==> src/rtl/core/modexp_pkg.sv <==
package modexp_pkg;

   localparam int BASE_BITS = 16;

   typedef struct packed {
      logic load;
      logic mul_acc;
      logic mul_sq;
      logic red_step;
      logic wr_acc;
      logic wr_sq;
      logic next_bit;
      logic emit;
   } modexp_cmd_type;

   typedef struct packed {
      logic red_done;
      logic exp_lsb;
      logic last_bit;
      logic mod_zero;
   } modexp_status_type;

endpackage

==> src/rtl/core/modexp_if.sv <==
interface modexp_req_if #(
   parameter int EXP_BITS = 8,
   parameter int MOD_BITS = 16
);
   import modexp_pkg::*;

   logic                 valid;
   logic                 ready;
   logic [BASE_BITS-1:0] base;
   logic [EXP_BITS-1:0]  exponent;
   logic [MOD_BITS-1:0]  modulus;

   modport source (output valid, base, exponent, modulus, input ready);
   modport sink (input valid, base, exponent, modulus, output ready);
endinterface

interface modexp_rsp_if #(
   parameter int MOD_BITS = 16
);
   logic                valid;
   logic                ready;
   logic [MOD_BITS-1:0] residue_out;
   logic                bad_modulus;

   modport source (output valid, residue_out, bad_modulus, input ready);
   modport sink (input valid, residue_out, bad_modulus, output ready);
endinterface

==> src/rtl/core/modexp_datapath.sv <==
module modexp_datapath
   import modexp_pkg::*;
#(
   parameter int EXP_BITS = 8,
   parameter int MOD_BITS = 16
) (
   input  logic                 clock,
   input  modexp_cmd_type       cmd,
   output modexp_status_type    status,
   input  logic [BASE_BITS-1:0] base,
   input  logic [EXP_BITS-1:0]  exponent,
   input  logic [MOD_BITS-1:0]  modulus,
   output logic [MOD_BITS-1:0]  residue_out,
   output logic                 bad_modulus
);

   localparam int PW = 2 * MOD_BITS;
   localparam int DW = (PW > BASE_BITS) ? PW : BASE_BITS;
   localparam int CW = $clog2(DW + 1);
   localparam int BW = (EXP_BITS > 1) ? $clog2(EXP_BITS) : 1;

   logic [MOD_BITS-1:0] mod_ff, mod_in;
   logic [EXP_BITS-1:0] exp_ff, exp_in;
   logic [MOD_BITS-1:0] acc_ff, acc_in;
   logic [MOD_BITS-1:0] sq_ff, sq_in;
   logic [DW-1:0]       div_ff, div_in;
   logic [MOD_BITS-1:0] rem_ff, rem_in;
   logic [CW-1:0]       cnt_ff, cnt_in;
   logic [BW-1:0]       bit_ff, bit_in;
   logic [MOD_BITS-1:0] res_ff, res_in;
   logic                bad_ff, bad_in;

   logic [MOD_BITS-1:0] op_a;
   logic [PW-1:0]       prod;
   logic [MOD_BITS:0]   trial;
   logic [MOD_BITS:0]   diff;
   logic [MOD_BITS-1:0] step_rem;

   assign op_a = cmd.mul_acc ? acc_ff : sq_ff;
   assign prod = {{MOD_BITS{1'b0}}, op_a} * {{MOD_BITS{1'b0}}, sq_ff};

   // restoring remainder, one dividend bit per cycle
   assign trial    = {rem_ff, div_ff[DW-1]};
   assign diff     = trial - {1'b0, mod_ff};
   assign step_rem = (trial >= {1'b0, mod_ff}) ? diff[MOD_BITS-1:0] : trial[MOD_BITS-1:0];

   always_comb begin
      mod_in = mod_ff;
      exp_in = exp_ff;
      acc_in = acc_ff;
      sq_in  = sq_ff;
      div_in = div_ff;
      rem_in = rem_ff;
      cnt_in = cnt_ff;
      bit_in = bit_ff;
      res_in = res_ff;
      bad_in = bad_ff;
      if (cmd.load) begin
         mod_in = modulus;
         exp_in = exponent;
         acc_in = (modulus == MOD_BITS'(1)) ? '0 : MOD_BITS'(1);
         div_in = DW'(base);
         rem_in = '0;
         cnt_in = '0;
         bit_in = '0;
      end
      if (cmd.wr_acc) begin
         acc_in = rem_ff;
      end
      if (cmd.wr_sq) begin
         sq_in = rem_ff;
      end
      if (cmd.mul_acc || cmd.mul_sq) begin
         div_in = DW'(prod);
         rem_in = '0;
         cnt_in = '0;
      end else if (cmd.red_step) begin
         div_in = {div_ff[DW-2:0], 1'b0};
         rem_in = step_rem;
         cnt_in = cnt_ff + CW'(1);
      end
      if (cmd.next_bit) begin
         exp_in = exp_ff >> 1;
         bit_in = bit_ff + BW'(1);
      end
      if (cmd.emit) begin
         bad_in = (mod_ff == '0);
         res_in = (mod_ff == '0) ? '0 : acc_ff;
      end
   end

   always_ff @(posedge clock) begin
      mod_ff <= mod_in;
      exp_ff <= exp_in;
      acc_ff <= acc_in;
      sq_ff  <= sq_in;
      div_ff <= div_in;
      rem_ff <= rem_in;
      cnt_ff <= cnt_in;
      bit_ff <= bit_in;
      res_ff <= res_in;
      bad_ff <= bad_in;
   end

   assign status.red_done = (cnt_ff == CW'(DW));
   assign status.exp_lsb  = exp_ff[0];
   assign status.last_bit = (bit_ff == BW'(EXP_BITS - 1));
   assign status.mod_zero = (mod_ff == '0);

   assign residue_out = res_ff;
   assign bad_modulus = bad_ff;

endmodule

==> src/rtl/core/modexp_ctrl.sv <==
module modexp_ctrl
   import modexp_pkg::*;
(
   input  logic              clock,
   input  logic              reset,
   input  logic              req_valid,
   output logic              req_ready,
   output logic              rsp_valid,
   input  logic              rsp_ready,
   input  modexp_status_type status,
   output modexp_cmd_type    cmd
);

   localparam logic [2:0] S_IDLE  = 3'd0;
   localparam logic [2:0] S_RBASE = 3'd1;
   localparam logic [2:0] S_BIT   = 3'd2;
   localparam logic [2:0] S_RACC  = 3'd3;
   localparam logic [2:0] S_RSQ   = 3'd4;
   localparam logic [2:0] S_DONE  = 3'd5;

   logic [2:0] state_ff, state_in;
   logic       valid_ff, valid_in;

   always_comb begin
      state_in = state_ff;
      cmd      = '0;
      case (state_ff)
         S_IDLE: begin
            if (req_valid) begin
               cmd.load = 1'b1;
               state_in = S_RBASE;
            end
         end
         S_RBASE: begin
            if (status.mod_zero) begin
               state_in = S_DONE;
            end else if (status.red_done) begin
               cmd.wr_sq = 1'b1;
               state_in  = S_BIT;
            end else begin
               cmd.red_step = 1'b1;
            end
         end
         S_BIT: begin
            if (status.exp_lsb) begin
               cmd.mul_acc = 1'b1;
               state_in    = S_RACC;
            end else begin
               cmd.mul_sq = 1'b1;
               state_in   = S_RSQ;
            end
         end
         S_RACC: begin
            if (status.red_done) begin
               cmd.wr_acc = 1'b1;
               cmd.mul_sq = 1'b1;
               state_in   = S_RSQ;
            end else begin
               cmd.red_step = 1'b1;
            end
         end
         S_RSQ: begin
            if (status.red_done) begin
               cmd.wr_sq = 1'b1;
               if (status.last_bit) begin
                  state_in = S_DONE;
               end else begin
                  cmd.next_bit = 1'b1;
                  state_in     = S_BIT;
               end
            end else begin
               cmd.red_step = 1'b1;
            end
         end
         S_DONE: begin
            if (!valid_ff || rsp_ready) begin
               cmd.emit = 1'b1;
               state_in = S_IDLE;
            end
         end
         default: begin
            state_in = S_IDLE;
         end
      endcase
   end

   always_comb begin
      valid_in = valid_ff;
      if (cmd.emit) begin
         valid_in = 1'b1;
      end else if (rsp_ready) begin
         valid_in = 1'b0;
      end
   end

   always_ff @(posedge clock) begin
      if (reset) begin
         state_ff <= S_IDLE;
         valid_ff <= 1'b0;
      end else begin
         state_ff <= state_in;
         valid_ff <= valid_in;
      end
   end

   assign req_ready = (state_ff == S_IDLE);
   assign rsp_valid = valid_ff;

endmodule

==> src/rtl/core/modular_exponentiation.sv <==
// Modular exponentiation, square and multiply.
// req_port takes one word: base, exponent and modulus; rsp_port returns one
// word per request: residue_out = base^exponent mod modulus, bad_modulus.
// Both channels move a word when valid and ready are high at a clock edge.
// One request at a time: req_port.ready is high only while the core is idle.
// The base is first reduced modulo the modulus by the restoring remainder
// over DW = max(2*MOD_BITS, 16) dividend bits. Then each exponent bit, LSB
// first, issues a multiply into the accumulator when it is set, and a square;
// each product is reduced the same way, and the square after a multiply
// issues in the same cycle that the multiply's result is written back.
// An output step ends it; the next request is taken only after that step.
// A zero modulus skips the arithmetic and answers with bad_modulus set and
// residue 0.
// The result sits in an output register, so the core may finish the next
// computation while the receiver stalls; it then holds until the slot frees.
// Synchronous active-high reset returns the controller to idle and drops
// rsp_port.valid; the datapath registers are not reset.
module modular_exponentiation
   import modexp_pkg::*;
#(
   parameter int EXP_BITS = 8,
   parameter int MOD_BITS = 16
) (
   input logic          clock,
   input logic          reset,
   modexp_req_if.sink   req_port,
   modexp_rsp_if.source rsp_port
);

   modexp_cmd_type    cmd;
   modexp_status_type status;

   modexp_ctrl u_ctrl (
      .clock     (clock),
      .reset     (reset),
      .req_valid (req_port.valid),
      .req_ready (req_port.ready),
      .rsp_valid (rsp_port.valid),
      .rsp_ready (rsp_port.ready),
      .status    (status),
      .cmd       (cmd)
   );

   modexp_datapath #(
      .EXP_BITS (EXP_BITS),
      .MOD_BITS (MOD_BITS)
   ) u_datapath (
      .clock       (clock),
      .cmd         (cmd),
      .status      (status),
      .base        (req_port.base),
      .exponent    (req_port.exponent),
      .modulus     (req_port.modulus),
      .residue_out (rsp_port.residue_out),
      .bad_modulus (rsp_port.bad_modulus)
   );

   a_bad_zero: assert property (@(posedge clock) disable iff (reset)
      (rsp_port.valid && rsp_port.bad_modulus) |-> (rsp_port.residue_out == '0))
      else $error("bad modulus with nonzero residue");

   a_one_at_a_time: assert property (@(posedge clock) disable iff (reset)
      (req_port.valid && req_port.ready) |=> !req_port.ready)
      else $error("request taken while busy");

   a_load_while_idle: assert property (@(posedge clock) disable iff (reset)
      cmd.load |-> (req_port.ready && !cmd.emit))
      else $error("load outside idle");

endmodule
==> src/flat_wrapper.sv <==
// flat-port wrapper written by rule: the top's interface ports become plain ports
module modular_exponentiation_flat import modexp_pkg::*;
#(
   parameter int EXP_BITS = 8,
   parameter int MOD_BITS = 16
)
  (clock, reset, req_port_valid, req_port_base, req_port_exponent, req_port_modulus, req_port_ready, rsp_port_valid, rsp_port_residue_out, rsp_port_bad_modulus, rsp_port_ready);
  modexp_req_if #(.EXP_BITS(EXP_BITS), .MOD_BITS(MOD_BITS)) req_port_i ();
  modexp_rsp_if #(.MOD_BITS(MOD_BITS)) rsp_port_i ();
  input logic clock;
  input logic reset;
  input wire logic [$bits(req_port_i.valid)-1:0] req_port_valid;
  input wire logic [$bits(req_port_i.base)-1:0] req_port_base;
  input wire logic [$bits(req_port_i.exponent)-1:0] req_port_exponent;
  input wire logic [$bits(req_port_i.modulus)-1:0] req_port_modulus;
  output wire logic [$bits(req_port_i.ready)-1:0] req_port_ready;
  output wire logic [$bits(rsp_port_i.valid)-1:0] rsp_port_valid;
  output wire logic [$bits(rsp_port_i.residue_out)-1:0] rsp_port_residue_out;
  output wire logic [$bits(rsp_port_i.bad_modulus)-1:0] rsp_port_bad_modulus;
  input wire logic [$bits(rsp_port_i.ready)-1:0] rsp_port_ready;
  assign req_port_i.valid = req_port_valid;
  assign req_port_i.base = req_port_base;
  assign req_port_i.exponent = req_port_exponent;
  assign req_port_i.modulus = req_port_modulus;
  assign req_port_ready = req_port_i.ready;
  assign rsp_port_valid = rsp_port_i.valid;
  assign rsp_port_residue_out = rsp_port_i.residue_out;
  assign rsp_port_bad_modulus = rsp_port_i.bad_modulus;
  assign rsp_port_i.ready = rsp_port_ready;
  modular_exponentiation #(.EXP_BITS(EXP_BITS), .MOD_BITS(MOD_BITS)) u_core (.clock(clock), .reset(reset), .req_port(req_port_i), .rsp_port(rsp_port_i));
endmodule
==> config.mk <==
export PLATFORM = sky130hd
export DESIGN_NAME = modular_exponentiation_flat
export DESIGN_NICKNAME = d
export VERILOG_FILES = /design/src/rtl/core/modexp_pkg.sv /design/src/rtl/core/modexp_if.sv /design/src/rtl/core/modexp_datapath.sv /design/src/rtl/core/modexp_ctrl.sv /design/src/rtl/core/modular_exponentiation.sv /design/src/flat_wrapper.sv
export SDC_FILE = /design/constraint.sdc
export NUM_CORES = 1
export LEC_CHECK = 0
export BUFFER_PORTS_ARGS = -buffer_cell sky130_fd_sc_hd__buf_4
export CAP_MARGIN = 0
export CELL_PAD_IN_SITES_DETAIL_PLACEMENT = 0
export CELL_PAD_IN_SITES_GLOBAL_PLACEMENT = 1
export CORE_MARGIN = 1.5
export CORE_UTILIZATION = 35
export DETAILED_ROUTE_END_ITERATION = 7
export HOLD_SLACK_MARGIN = 0.03
export PLACE_DENSITY = 0.58
export REMOVE_ABC_BUFFERS = 1
export SKIP_CTS_REPAIR_TIMING = 1
export SLEW_MARGIN = 25
export SYNTH_ARGS = -nofsm -noshare
export SYNTH_HDL_FRONTEND = slang
export SYNTH_SLANG_ARGS = --single-unit
export TNS_END_PERCENT = 30
==> constraint.sdc <==
create_clock -name clock -period 7.9 [get_ports clock]
set_input_delay 1.185 -clock clock [delete_from_list [all_inputs] [get_ports clock]]
set_output_delay 1.185 -clock clock [all_outputs]
set_load 0.01 [all_outputs]
# After elaboration in Yosys (flattened, before gate mapping)

Index checks and enable logic that the tools add are counted.
W data, S select, Z words.

Register bits: 134
Input bits: 44
Output and inout bits: 19
Word-level logic and storage cells: 88

$add $sub $neg: 3
Multipliers: 1
Order comparisons: 1
Equal/unequal tests: 13
Muxes and demuxes: 45
Reduce and logical (&&, ||, !) cells: 12

Operators by type and width:

| kind                  | count |
|---|---|
| $mux W16              | 6 |
| $mux W32              | 3 |
| $mul A16 B16 Y32      | 1 |
| $mux W3               | 10 |
| $pmux W3 S6           | 1 |
| $ge A17 B16 Y1        | 1 |
| $mux W1               | 17 |
| $eq A16 B1 Y1 const B | 1 |
| $logic_not A16 Y1     | 1 |
| $sub A16 B16 Y16      | 1 |
| $mux W7               | 2 |
| $mux W6               | 2 |
| $eq A3 B3 Y1 const B  | 3 |
| $reduce_bool A2 Y1    | 4 |
| $add A6 B1 Y6 const B | 1 |
| $eq A3 B2 Y1 const B  | 2 |
| $eq A6 B6 Y1 const B  | 1 |
| $pmux W1 S2           | 3 |
| $reduce_and A5 Y1     | 1 |
| $ne A2 B1 Y1 const B  | 2 |
| $ne A2 B2 Y1 const B  | 2 |
| $add A3 B1 Y3 const B | 1 |
| $eq A3 B1 Y1 const B  | 1 |
| $logic_not A3 Y1      | 1 |
| 6 further kinds       | 7 |

# Depth between registers and ports, before layout

Gate-level depths: netlist of the first run.

Depth after elaboration: 6
Depth in mapped cells: 30
Mapped depth without buffers: 27

# By module

Synthesis of the first run repeated with hierarchy kept, for this count alone.

Cell total of the unflattened synthesis: 1582
Area total of the unflattened synthesis: 15313.4 um^2

Modules (own cells, without submodules):

| module          | instances | cells each | area an instance (um^2) |
|---|---|---|---|
| modexp_datapath | 1         | 1532       | 14921.8 |
| modexp_ctrl     | 1         | 50         | 391.6 |

# Least setup slack after synthesis of the first run

Ideal clock, no wire load.

Kind: register to register
Start point: register u_core.u_ctrl.state_ff[1]
End point: register u_core.u_datapath.div_ff[26] (data pin)
Setup time: 266 ps
Arrival time: 6479 ps
Slack: 1155 ps
Stages on the path, launching flop included: 28
Cell sequence: dfxtp_1 > inv_1 > nor2_1 > and3_1 > buf_2 > buf_2 > nand2_1 > nand2_1 > buf_2 > nand2_1 > fa_1 > fa_1 > fa_1 > fa_1 > inv_1 > fa_1 > inv_1 > fa_1 > inv_1 > ha_1 > a21oi_1 > o21ai_0 > a221o_1 > a21o_1 > a21oi_1 > o21ai_1 > xnor2_1 > o21ai_1

Longest elaborated chain between the ends: 5
Elaborated cells between the ends (all ways): 13

RTL lines:

| element                                      | RTL line                                     | RTL |
|---|---|---|
| start: declaration                           | modexp_ctrl.sv:21                            | `logic [2:0] state_ff, state_in;` |
| start signal: assignment                     | modexp_ctrl.sv:101                           | `state_ff <= state_in;` |
| $eq A3 B2 Y1 or $eq A3 B3 Y1 (tied branches) | modexp_ctrl.sv:27                            | `case (state_ff)` |
| $mux W1 or $reduce_or A2 Y1 (tied branches)  | --                                           |  |
| $mux W16 or $pmux W1 S2 (tied branches)      | modexp_datapath.sv:39, modexp_ctrl.sv:27     |  |
| $mul A16 B16 Y32 or $mux W32 (tied branches) | modexp_datapath.sv:40, modexp_datapath.sv:77 |  |
| $mux W32 (*)                                 | modexp_datapath.sv:73                        | `if (cmd.mul_acc \|\| cmd.mul_sq) begin` |
| net u_core.u_datapath.div_in[26]             | modexp_datapath.sv:26                        | `logic [DW-1:0] div_ff, div_in;` |
| end signal: assignment                       | modexp_datapath.sv:97                        | `div_ff <= div_in;` |
| end: declaration                             | modexp_datapath.sv:26                        |  |

The timed path passes the listed nets; every way through them passes the cells marked *.
A chain may end at the register's enable or synchronous reset.

# Worst setup path after layout of the first run

Start point: register u_core.u_ctrl.state_ff[0]
End point: register u_core.u_datapath.div_ff[26] (data pin)

The elaborated chain is that of the path after synthesis.

==> results of run 1 <==
cells in the mapped netlist, drive strengths merged, types with 2 or more instances:
cell | number | area share (%)
o311ai | 3 | 0.23
a211oi | 8 | 0.40
and2 | 145 | 6.1
nand3 | 23 | 0.77
nor3b | 3 | 0.15
nand4 | 8 | 0.34
a21o | 10 | 0.50
edfxtp | 107 | 22
dfxtp | 27 | 3.6
buf | 24 | 0.81
o211ai | 2 | 0.10
fa | 195 | 26
and3 | 3 | 0.13
xnor2 | 19 | 1.1
o21bai | 5 | 0.25
ha | 124 | 10
xor2 | 19 | 1.1
clkbuf | 44 | 1.1
nand2b | 7 | 0.29
nor3 | 12 | 0.44
nand2 | 264 | 6.6
o2111ai | 3 | 0.26
inv | 254 | 6.4
nor2 | 63 | 1.6
nor2b | 6 | 0.25
a221o | 6 | 0.40
or4 | 3 | 0.15
o21ai | 72 | 2.5
mux2i | 5 | 0.34
or3 | 4 | 0.17
a211o | 2 | 0.12
nor4 | 9 | 0.38
a21oi | 76 | 2.5
a22oi | 12 | 0.60
o21a | 14 | 0.70
o31ai | 4 | 0.23
a31oi | 10 | 0.42
metal layers:
| layer | global-route usage, % | up-vias | wire length [µm] |
|---|---|---|---|
| li1 | - | 5292 | - |
| met4 | 5.56 | 0 | 653 |
| met1 | 25.9 | 5570 | 18500 |
| met3 | 1.87 | 45 | 999 |
| met2 | 33.3 | 175 | 20000 |
| met5 | 0 | - | 0 |
per-stage QoR:
stage / setup WS [ns] / hold WS, ns / util, % / std cells
after CTS: 0.123 / 0.460 / 39.9 / 2216
after floorplan: 0.602 / 0.437 / - / 1541
after detailed placement: 0.154 / 0.452 / 38.3 / 2184
after global placement: 0.246 / 0.447 / 38.3 / 2184
after global routing: 0.0707 / 0.485 / 39.9 / 2216
final: 0.490 / 0.456 / 39.9 / 2217
final cells by class:
| type | count | area, µm² | area share (%) |
|---|---|---|---|
| timing repair buffer | 104 | 793 | 4.73 |
| antenna | 1 | 2.50 | 0.0149 |
| clock buffer | 19 | 443 | 2.64 |
| clock inverter | 13 | 204 | 1.22 |
| sequential | 134 | 3750 | 22.4 |
| inverter | 255 | 961 | 5.72 |
| multi-input combinational | 1152 | 9950 | 59.3 |
| tap | 539 | 674 | 4.02 |
power groups by stage:
stage                     clock, µW  combinational (µW)  sequential (µW)
final                           889                5390             1160
after global routing            939                6160             1180
after CTS                       911                5480             1160
after detailed placement          0                5430             1170
after global placement            0                5460             1170
after floorplan                   0                3980             1120
worst paths after layout:
kind,endpoint,slack (ns),depth (start not counted)
setup / recovery,u_core.u_datapath.div_ff[26]$_DFFE_PP_,0.49,25
hold / removal,u_core.u_datapath.exp_ff[7]$_SDFFE_PP0P_,0.46,2
hold reg to reg,u_core.u_datapath.exp_ff[7]$_SDFFE_PP0P_,0.46,2
setup reg to reg,u_core.u_datapath.div_ff[26]$_DFFE_PP_,0.49,25
registers in the layout, indices dropped and copies added, names as in the netlist:
name,cells
u_core.u_datapath.mod_ff,16
u_core.u_datapath.bad_modulus,1
u_core.u_datapath.exp_ff,8
u_core.u_datapath.acc_ff,16
u_core.u_datapath.rem_ff,16
u_core.u_ctrl.state_ff,3
u_core.u_datapath.cnt_ff,6
u_core.u_ctrl.rsp_valid,1
u_core.u_datapath.sq_ff,16
u_core.u_datapath.div_ff,32
u_core.u_datapath.bit_ff,3
u_core.u_datapath.residue_out,16
layout by cell type (no fill, tap or decap), drive strengths merged, types with 14 or more instances in the layout:
| cell type | n |
|---|---|
| o21a | 14 |
| buf | 104 |
| inv | 255 |
| o21ai | 72 |
| nand3 | 23 |
| clkbuf | 19 |
| xnor2 | 19 |
| a21oi | 76 |
| nor2 | 63 |
| edfxtp | 107 |
| and2 | 145 |
| nand2 | 264 |
| ha | 124 |
| xor2 | 19 |
| fa | 195 |
| dfxtp | 27 |
cells by family after synthesis:
logic type / count (synthesis)
adder cells (fa/ha/maj): 319
multiplexers: 5
XOR/XNOR: 38
AO/OA/AOI/OAI: 237
buffers and inverters: 323
AND/OR/NAND/NOR: 553
flip-flops: 134
critical path: cells and delay by family, from the launching register on:
family / cells / cell delay, ns
xor gates and xnor gates: 1 / 0.16
buffers and inverters: 6 / 0.66
adders and majority gates: 7 / 3.55
and+or+nand+nor: 4 / 0.79
AOI/OAI and AO/OA: 7 / 1.51
DFF: 1 / 0.46
==> impl_summary.txt, run 1 <==
----------------------------------------------------
[Place]
  Final Wtd Congestion ... 0.853
  Half-perimeter wire length of the detailed placement result ... 31700 µm
  Total of buffers placed on input and output ports ... 62
  Total placed instance area ... 0.0161 mm²

[Global routing]
  Wire length of the first global-routing pass ... 65300 µm
  Largest net degree at the start of global routing ... 56
  Via count of the first global-routing pass ... 11830
  Leftover overflow at the end of global routing ... 0
  Global-route total usage across every layer ... 19.3%
  Initial antenna violation count ... 0

[Yosys]
  Count of synthesis-stage warnings from yosys ... 0
  Dominant register cell in the synthesized netlist ... edfxtp_1
  Area share of fa/ha/maj cells after synthesis ... 36.5%
  Largest family of logic cells by synthesized area ... adder cells
  Sequential element share of the synthesized area ... 25.1%
  XOR/XNOR share of the synthesized area ... 2.23%
  Cells after Synth ... 1609
  Share of cell area taken by muxes after synthesis ... 0.335%
  Basic-gate share of the synthesized area counting and, or, nand and nor cells ... 17.5%
  Cell area after synthesis ... 0.0149 mm²
  Average size of a mapped cell ... 9.28 µm²
  Synth unique cells ... 62
  Async set-or-reset flop fraction in the synthesized netlist ... 0%
  Number of synthesized flops with an enable pin ... 107
  Synth Area in Compound Gates ... 9.86%
  Seq cells post-synth ... 134

[Power and ir drop]
  Total power per unit cell area ... 443 mW/mm²
  Share of power burned in the clock network ... 12.0%
  Overall power consumption ... 7430 µW
  Largest voltage drop on the vdd net ... 0.000335 V
  Cell leakage power ... 0.00768 µW
  Internal power consumption ... 3650 µW
  Combinational Power Share ... 72.4%
  Switching power as a share of total power ... 51.0%
  Power spent charging and discharging nets ... 3790 µW
  Sequential cell fraction of total power ... 15.6%

[Setup path]
  Origin of the worst setup path ... u_core.u_ctrl.state_ff[0]$_SDFFE_PP0P_
  CP max stage cell ... fa_1
  Slowest stage delay, CP ... 0.57 ns
  Critical path required time ... 8.08 ns
  Nature of the critical path endpoint ... flop
  Worst Path Arrival ... 7.59 ns
  Nature of the critical path startpoint ... flop
  Cell with the most instances on the worst path ... fa_1
  Class of the most critical setup path ... flop to flop
  Maximum net fanout on the critical path ... 16
  Reg-to-Reg Start ... u_core.u_ctrl.state_ff[0]$_SDFFE_PP0P_

[Hold path]
  HP Start ... u_core.u_datapath.exp_ff[7]$_SDFFE_PP0P_
  Class of the worst hold path ... flop to flop

[STA]
  Rel. slew slack ... 41.9%
  Final critical-path share of the clock period ... 93.8%
  Slew at the pin closest to its max-slew limit ... 0.871 ns
  Final worst path period need ... 7.41 ns
  Final total negative setup slack ... 0 ns
  Max Fclk ... 135 MHz
  Final Setup Violations ... 0
  Unrepaired setup endpoints after global routing ... false
  Count of endpoints failing hold in the final timing report ... 0
  Fin Clk Skew ... 0.0101 ns
  Slew Limit Fails ... 0

[Layout]
  Final non-filler cell area ... 0.0168 mm²
  # nets final ... 2027
  Fraction of final layout cells sized beyond drive strength 1 ... 9.06%
  Fill count ... 4289
  Layout overhead on the synthesized area ... 12.5%

[Die]
  Std-Cell Core Area ... 0.0420 mm²
  DIE WIDTH ... 210 µm
  Initial core utilization ... 35.5%
  Die area ... 0.0439 mm²
  Vertical die dimension ... 210 µm
  Placement Rows ... 75
  # IOs ... 63

[Detailed routing]
  Average wire length per cell after detail routing ... 18.1 µm
  Number of optimization iterations in the first detailed-route pass ... 6
  Total vias in the final route ... 11082
  Via density per instance ... 5.00
  DR iter-0 viols ... 579
  Post-detailed-route count of antenna-violating nets ... 0
  Final routed wirelength across all metal layers ... 40100 µm
  Drc violations ... 0

[CTS]
  Clock Tree Root ... clkbuf_16
  Clock-pin slew on the worst setup and hold paths ... 0.06 ns
  Number of clock buffers inserted by TritonCTS ... 17
  Num Clock Sinks ... 134
  H-tree depth reported by CTS ... 4
  CTS max path bufs ... 2
  CTS tree ... built
  Worst-Skew Late Latency ... 0.44 ns

[Status]
  Status ... finished, final reports clean

[Flow run]
  Max-cap viol count ... 0

----------------------------------------------------
(Power assumes the default switching activity.)
==> run 2: changes to the inputs <==
CELL_PAD_IN_SITES_DETAIL_PLACEMENT = default   (was 0)
CELL_PAD_IN_SITES_GLOBAL_PLACEMENT = default   (was 1)
PLACE_DENSITY = 0.47   (was 0.58)
==> impl_summary.txt, run 2 (synthesis gave the netlist of run 1 again) <==
----------------------------------------------------
[Status]
  Status ... finished, final reports clean (unchanged)

[Power and ir drop]
  Total power per unit cell area ... 435 mW/mm² (was 443 mW/mm²)
  Largest voltage drop on the vdd net ... 0.000298 V (was 0.000335 V)
  Cell leakage power ... 0.00768 µW (about the same)

[Detailed routing]
  Post-detailed-route count of antenna-violating nets ... 0 (unchanged)
  DR iter-0 viols ... 572 (was 579)
  Via density per instance ... 5.02 (was 5.00)
  Final routed wirelength across all metal layers ... 39500 µm (was 40100 µm)
  Average wire length per cell after detail routing ... 17.8 µm (was 18.1 µm)
  Total vias in the final route ... 11145 (was 11082)
  Drc violations ... 0 (unchanged)
  Number of optimization iterations in the first detailed-route pass ... 5 (was 6)

[STA]
  Final Setup Violations ... 0 (unchanged)
  Final worst path period need ... 7.38 ns (was 7.41 ns)
  Final critical-path share of the clock period ... 93.5% (was 93.8%)
  Final total negative setup slack ... 0 ns (unchanged)
  Unrepaired setup endpoints after global routing ... false (unchanged)
  Slew at the pin closest to its max-slew limit ... 0.856 ns (was 0.871 ns)
  Count of endpoints failing hold in the final timing report ... 0 (unchanged)
  Slew Limit Fails ... 0 (unchanged)
  Fin Clk Skew ... 0.0127 ns (was 0.0101 ns)
  Rel. slew slack ... 42.9% (was 41.9%)
  Worst hold margin ... 0.456 ns (about the same)
  Max Fclk ... 135 MHz (about the same)

[CTS]
  Number of clock buffers inserted by TritonCTS ... 17 (unchanged)
  Worst-Skew Late Latency ... 0.43 ns (was 0.44 ns)
  Num Clock Sinks ... 134 (unchanged)
  H-tree depth reported by CTS ... 4 (unchanged)
  Clock-pin slew on the worst setup and hold paths ... 0.06 ns (about the same)
  CTS tree ... built (unchanged)
  Clock Tree Root ... clkbuf_16 (unchanged)
  CTS max path bufs ... 2 (unchanged)

[Die]
  DIE WIDTH ... 210 µm (unchanged)
  Vertical die dimension ... 210 µm (unchanged)
  Placement Rows ... 75 (unchanged)
  Initial core utilization ... 35.5% (unchanged)
  Die area ... 0.0439 mm² (unchanged)
  # IOs ... 63 (unchanged)
  Std-Cell Core Area ... 0.0420 mm² (unchanged)

[Hold path]
  Class of the worst hold path ... flop to flop (unchanged)
  HP Start ... u_core.u_datapath.exp_ff[7]$_SDFFE_PP0P_ (unchanged)
  Hold depth ... 2 (unchanged)
  Endpoint of the worst hold path ... u_core.u_datapath.exp_ff[7]$_SDFFE_PP0P_ (unchanged)

[Setup path]
  Cell with the most instances on the worst path ... fa_1 (unchanged)
  Reg-to-Reg Start ... u_core.u_ctrl.state_ff[1]$_SDFFE_PP0P_ (was u_core.u_ctrl.state_ff[0]$_SDFFE_PP0P_)
  Nature of the critical path endpoint ... flop (unchanged)
  FF-to-FF path depth ... 26 (was 25)
  CP max stage cell ... fa_1 (unchanged)
  Class of the most critical setup path ... flop to flop (unchanged)
  Nature of the critical path startpoint ... flop (unchanged)
  Slowest stage delay, CP ... 0.55 ns (was 0.57 ns)
  Setup slack on the worst flop-to-flop path ... 0.52 ns (was 0.49 ns)
  Worst Path Arrival ... 7.55 ns (was 7.59 ns)
  Maximum net fanout on the critical path ... 33 (was 16)
  Critical path required time ... 8.07 ns (was 8.08 ns)
  Worst reg2reg path endpoint ... u_core.u_datapath.div_ff[26]$_DFFE_PP_ (unchanged)

[Place]
  Final Wtd Congestion ... 0.840 (was 0.853)
  Total of buffers placed on input and output ports ... 62 (unchanged)
  Half-perimeter wire length of the detailed placement result ... 31200 µm (was 31700 µm)

[Layout]
  Most common cell after layout, fill and taps aside ... nand2_1 (unchanged)
  Most frequent cells in the layout ... nand2_1 (262), inv_1 (253), fa_1 (195) (was nand2_1 (263), inv_1 (253), fa_1 (195))
  # nets final ... 2031 (was 2027)
  Fill count ... 4256 (was 4289)
  Fraction of final layout cells sized beyond drive strength 1 ... 9.34% (was 9.06%)
  Sequential cell area ... 0.00375 mm² (about the same)
  Number of flip-flops under the largest register name ... 32 (unchanged)
  Largest register by flop count ... u_core.u_datapath.div_ff (unchanged)
  Layout overhead on the synthesized area ... 12.2% (was 12.5%)
  Area of the multi-input gates ... 0.00995 mm² (about the same)

[Global routing]
  Global-route total usage across every layer ... 18.8% (was 19.3%)
  Largest net degree at the start of global routing ... 56 (unchanged)
  Initial antenna violation count ... 2 (was 0)
  Leftover overflow at the end of global routing ... 0 (unchanged)
  Wire length of the first global-routing pass ... 63900 µm (was 65300 µm)
  Via count of the first global-routing pass ... 11648 (was 11830)

[Flow run]
  Max-cap viol count ... 0 (unchanged)

----------------------------------------------------
==> run 2: cell types whose count changed in the layout (fill, tap and decap cells not counted), moves of 2 or more <==
cell,delta
bufinv_16,-5
buf_4,+3
clkinvlp_4,-3
inv_4,+3
clkbuf_16,+2
clkinv_1,-2
clkinv_2,+2
inv_6,+2
nor2_1,+2
nor2_2,-2
==> run 2: worst max-delay path by stage <==
stage | start | to
CTS | u_core.u_ctrl.state_ff[0]$_SDFFE_PP0P_ | u_core.u_datapath.div_ff[26]$_DFFE_PP_
global placement | u_core.u_ctrl.state_ff[0]$_SDFFE_PP0P_ | u_core.u_datapath.div_ff[26]$_DFFE_PP_
global route | u_core.u_ctrl.state_ff[1]$_SDFFE_PP0P_ | u_core.u_datapath.div_ff[31]$_DFFE_PP_
detailed placement | u_core.u_ctrl.state_ff[0]$_SDFFE_PP0P_ | u_core.u_datapath.div_ff[26]$_DFFE_PP_
floorplan | u_core.u_ctrl.state_ff[1]$_SDFFE_PP0P_ | u_core.u_datapath.div_ff[26]$_DFFE_PP_
finish | u_core.u_ctrl.state_ff[1]$_SDFFE_PP0P_ | u_core.u_datapath.div_ff[26]$_DFFE_PP_
==> run 2: area by class of cell <==
class                           count  share of cell area (%)
Tap cell                          539                    4.03
Timing Repair Buffer              108                    4.99
Clock buffer                       20                    2.86
Antenna cell                        1                  0.0149
Sequential cell                   134                    22.4
Multi-Input combinational cell   1152                    59.4
Clock inverter                     12                   0.516
Inverter                          255                    5.72
==> run 2: through the flow <==
| step | util [%] | total power (µW) | area [µm²] | cells | worst slack (ns) |
|---|---|---|---|---|---|
| 6_report | 39.8 | 7290 | 16700 | 2221 | 0.517 |
| 5_1_grt | 39.8 | 8100 | 16700 | 2220 | 0.0855 |
| 4_1_cts | 39.8 | 7400 | 16700 | 2220 | 0.0904 |
| 3_5_place_dp | 38.4 | 6570 | 16200 | 2188 | 0.127 |
| 3_3_place_gp | 38.4 | 6590 | 16200 | 2188 | 0.310 |
| 2_1_floorplan | - | 5100 | 14600 | 1541 | 0.602 |
==> run 2: layer usage <==
metal  share of wire (%)  vias to the layer above  global-route usage (%)
met5               0.033                        -                       0
li1                    -                     5310                       -
met3                 3.8                       25                    2.90
met2                  50                      229                    32.8
met4                0.86                        2                    3.27
met1                  46                     5579                    25.0
==> run 2: worst max-delay path: cells and delay by family (launching register included) <==
family	cells	cell delay (ns)
buffers and inverters	6	0.50
xor gates and xnor gates	1	0.14
and+or+nand+nor	5	1.25
AOI/OAI and AO/OA	7	1.41
DFF	1	0.32
adders and majority gates	7	3.46
==> run 2: power by group <==
part,internal [µW],switching [µW],total (µW)
Combinational,2060,3300,5360
Clock,442,328,770
Sequential,1020,140,1160
Total,3520,3770,7290
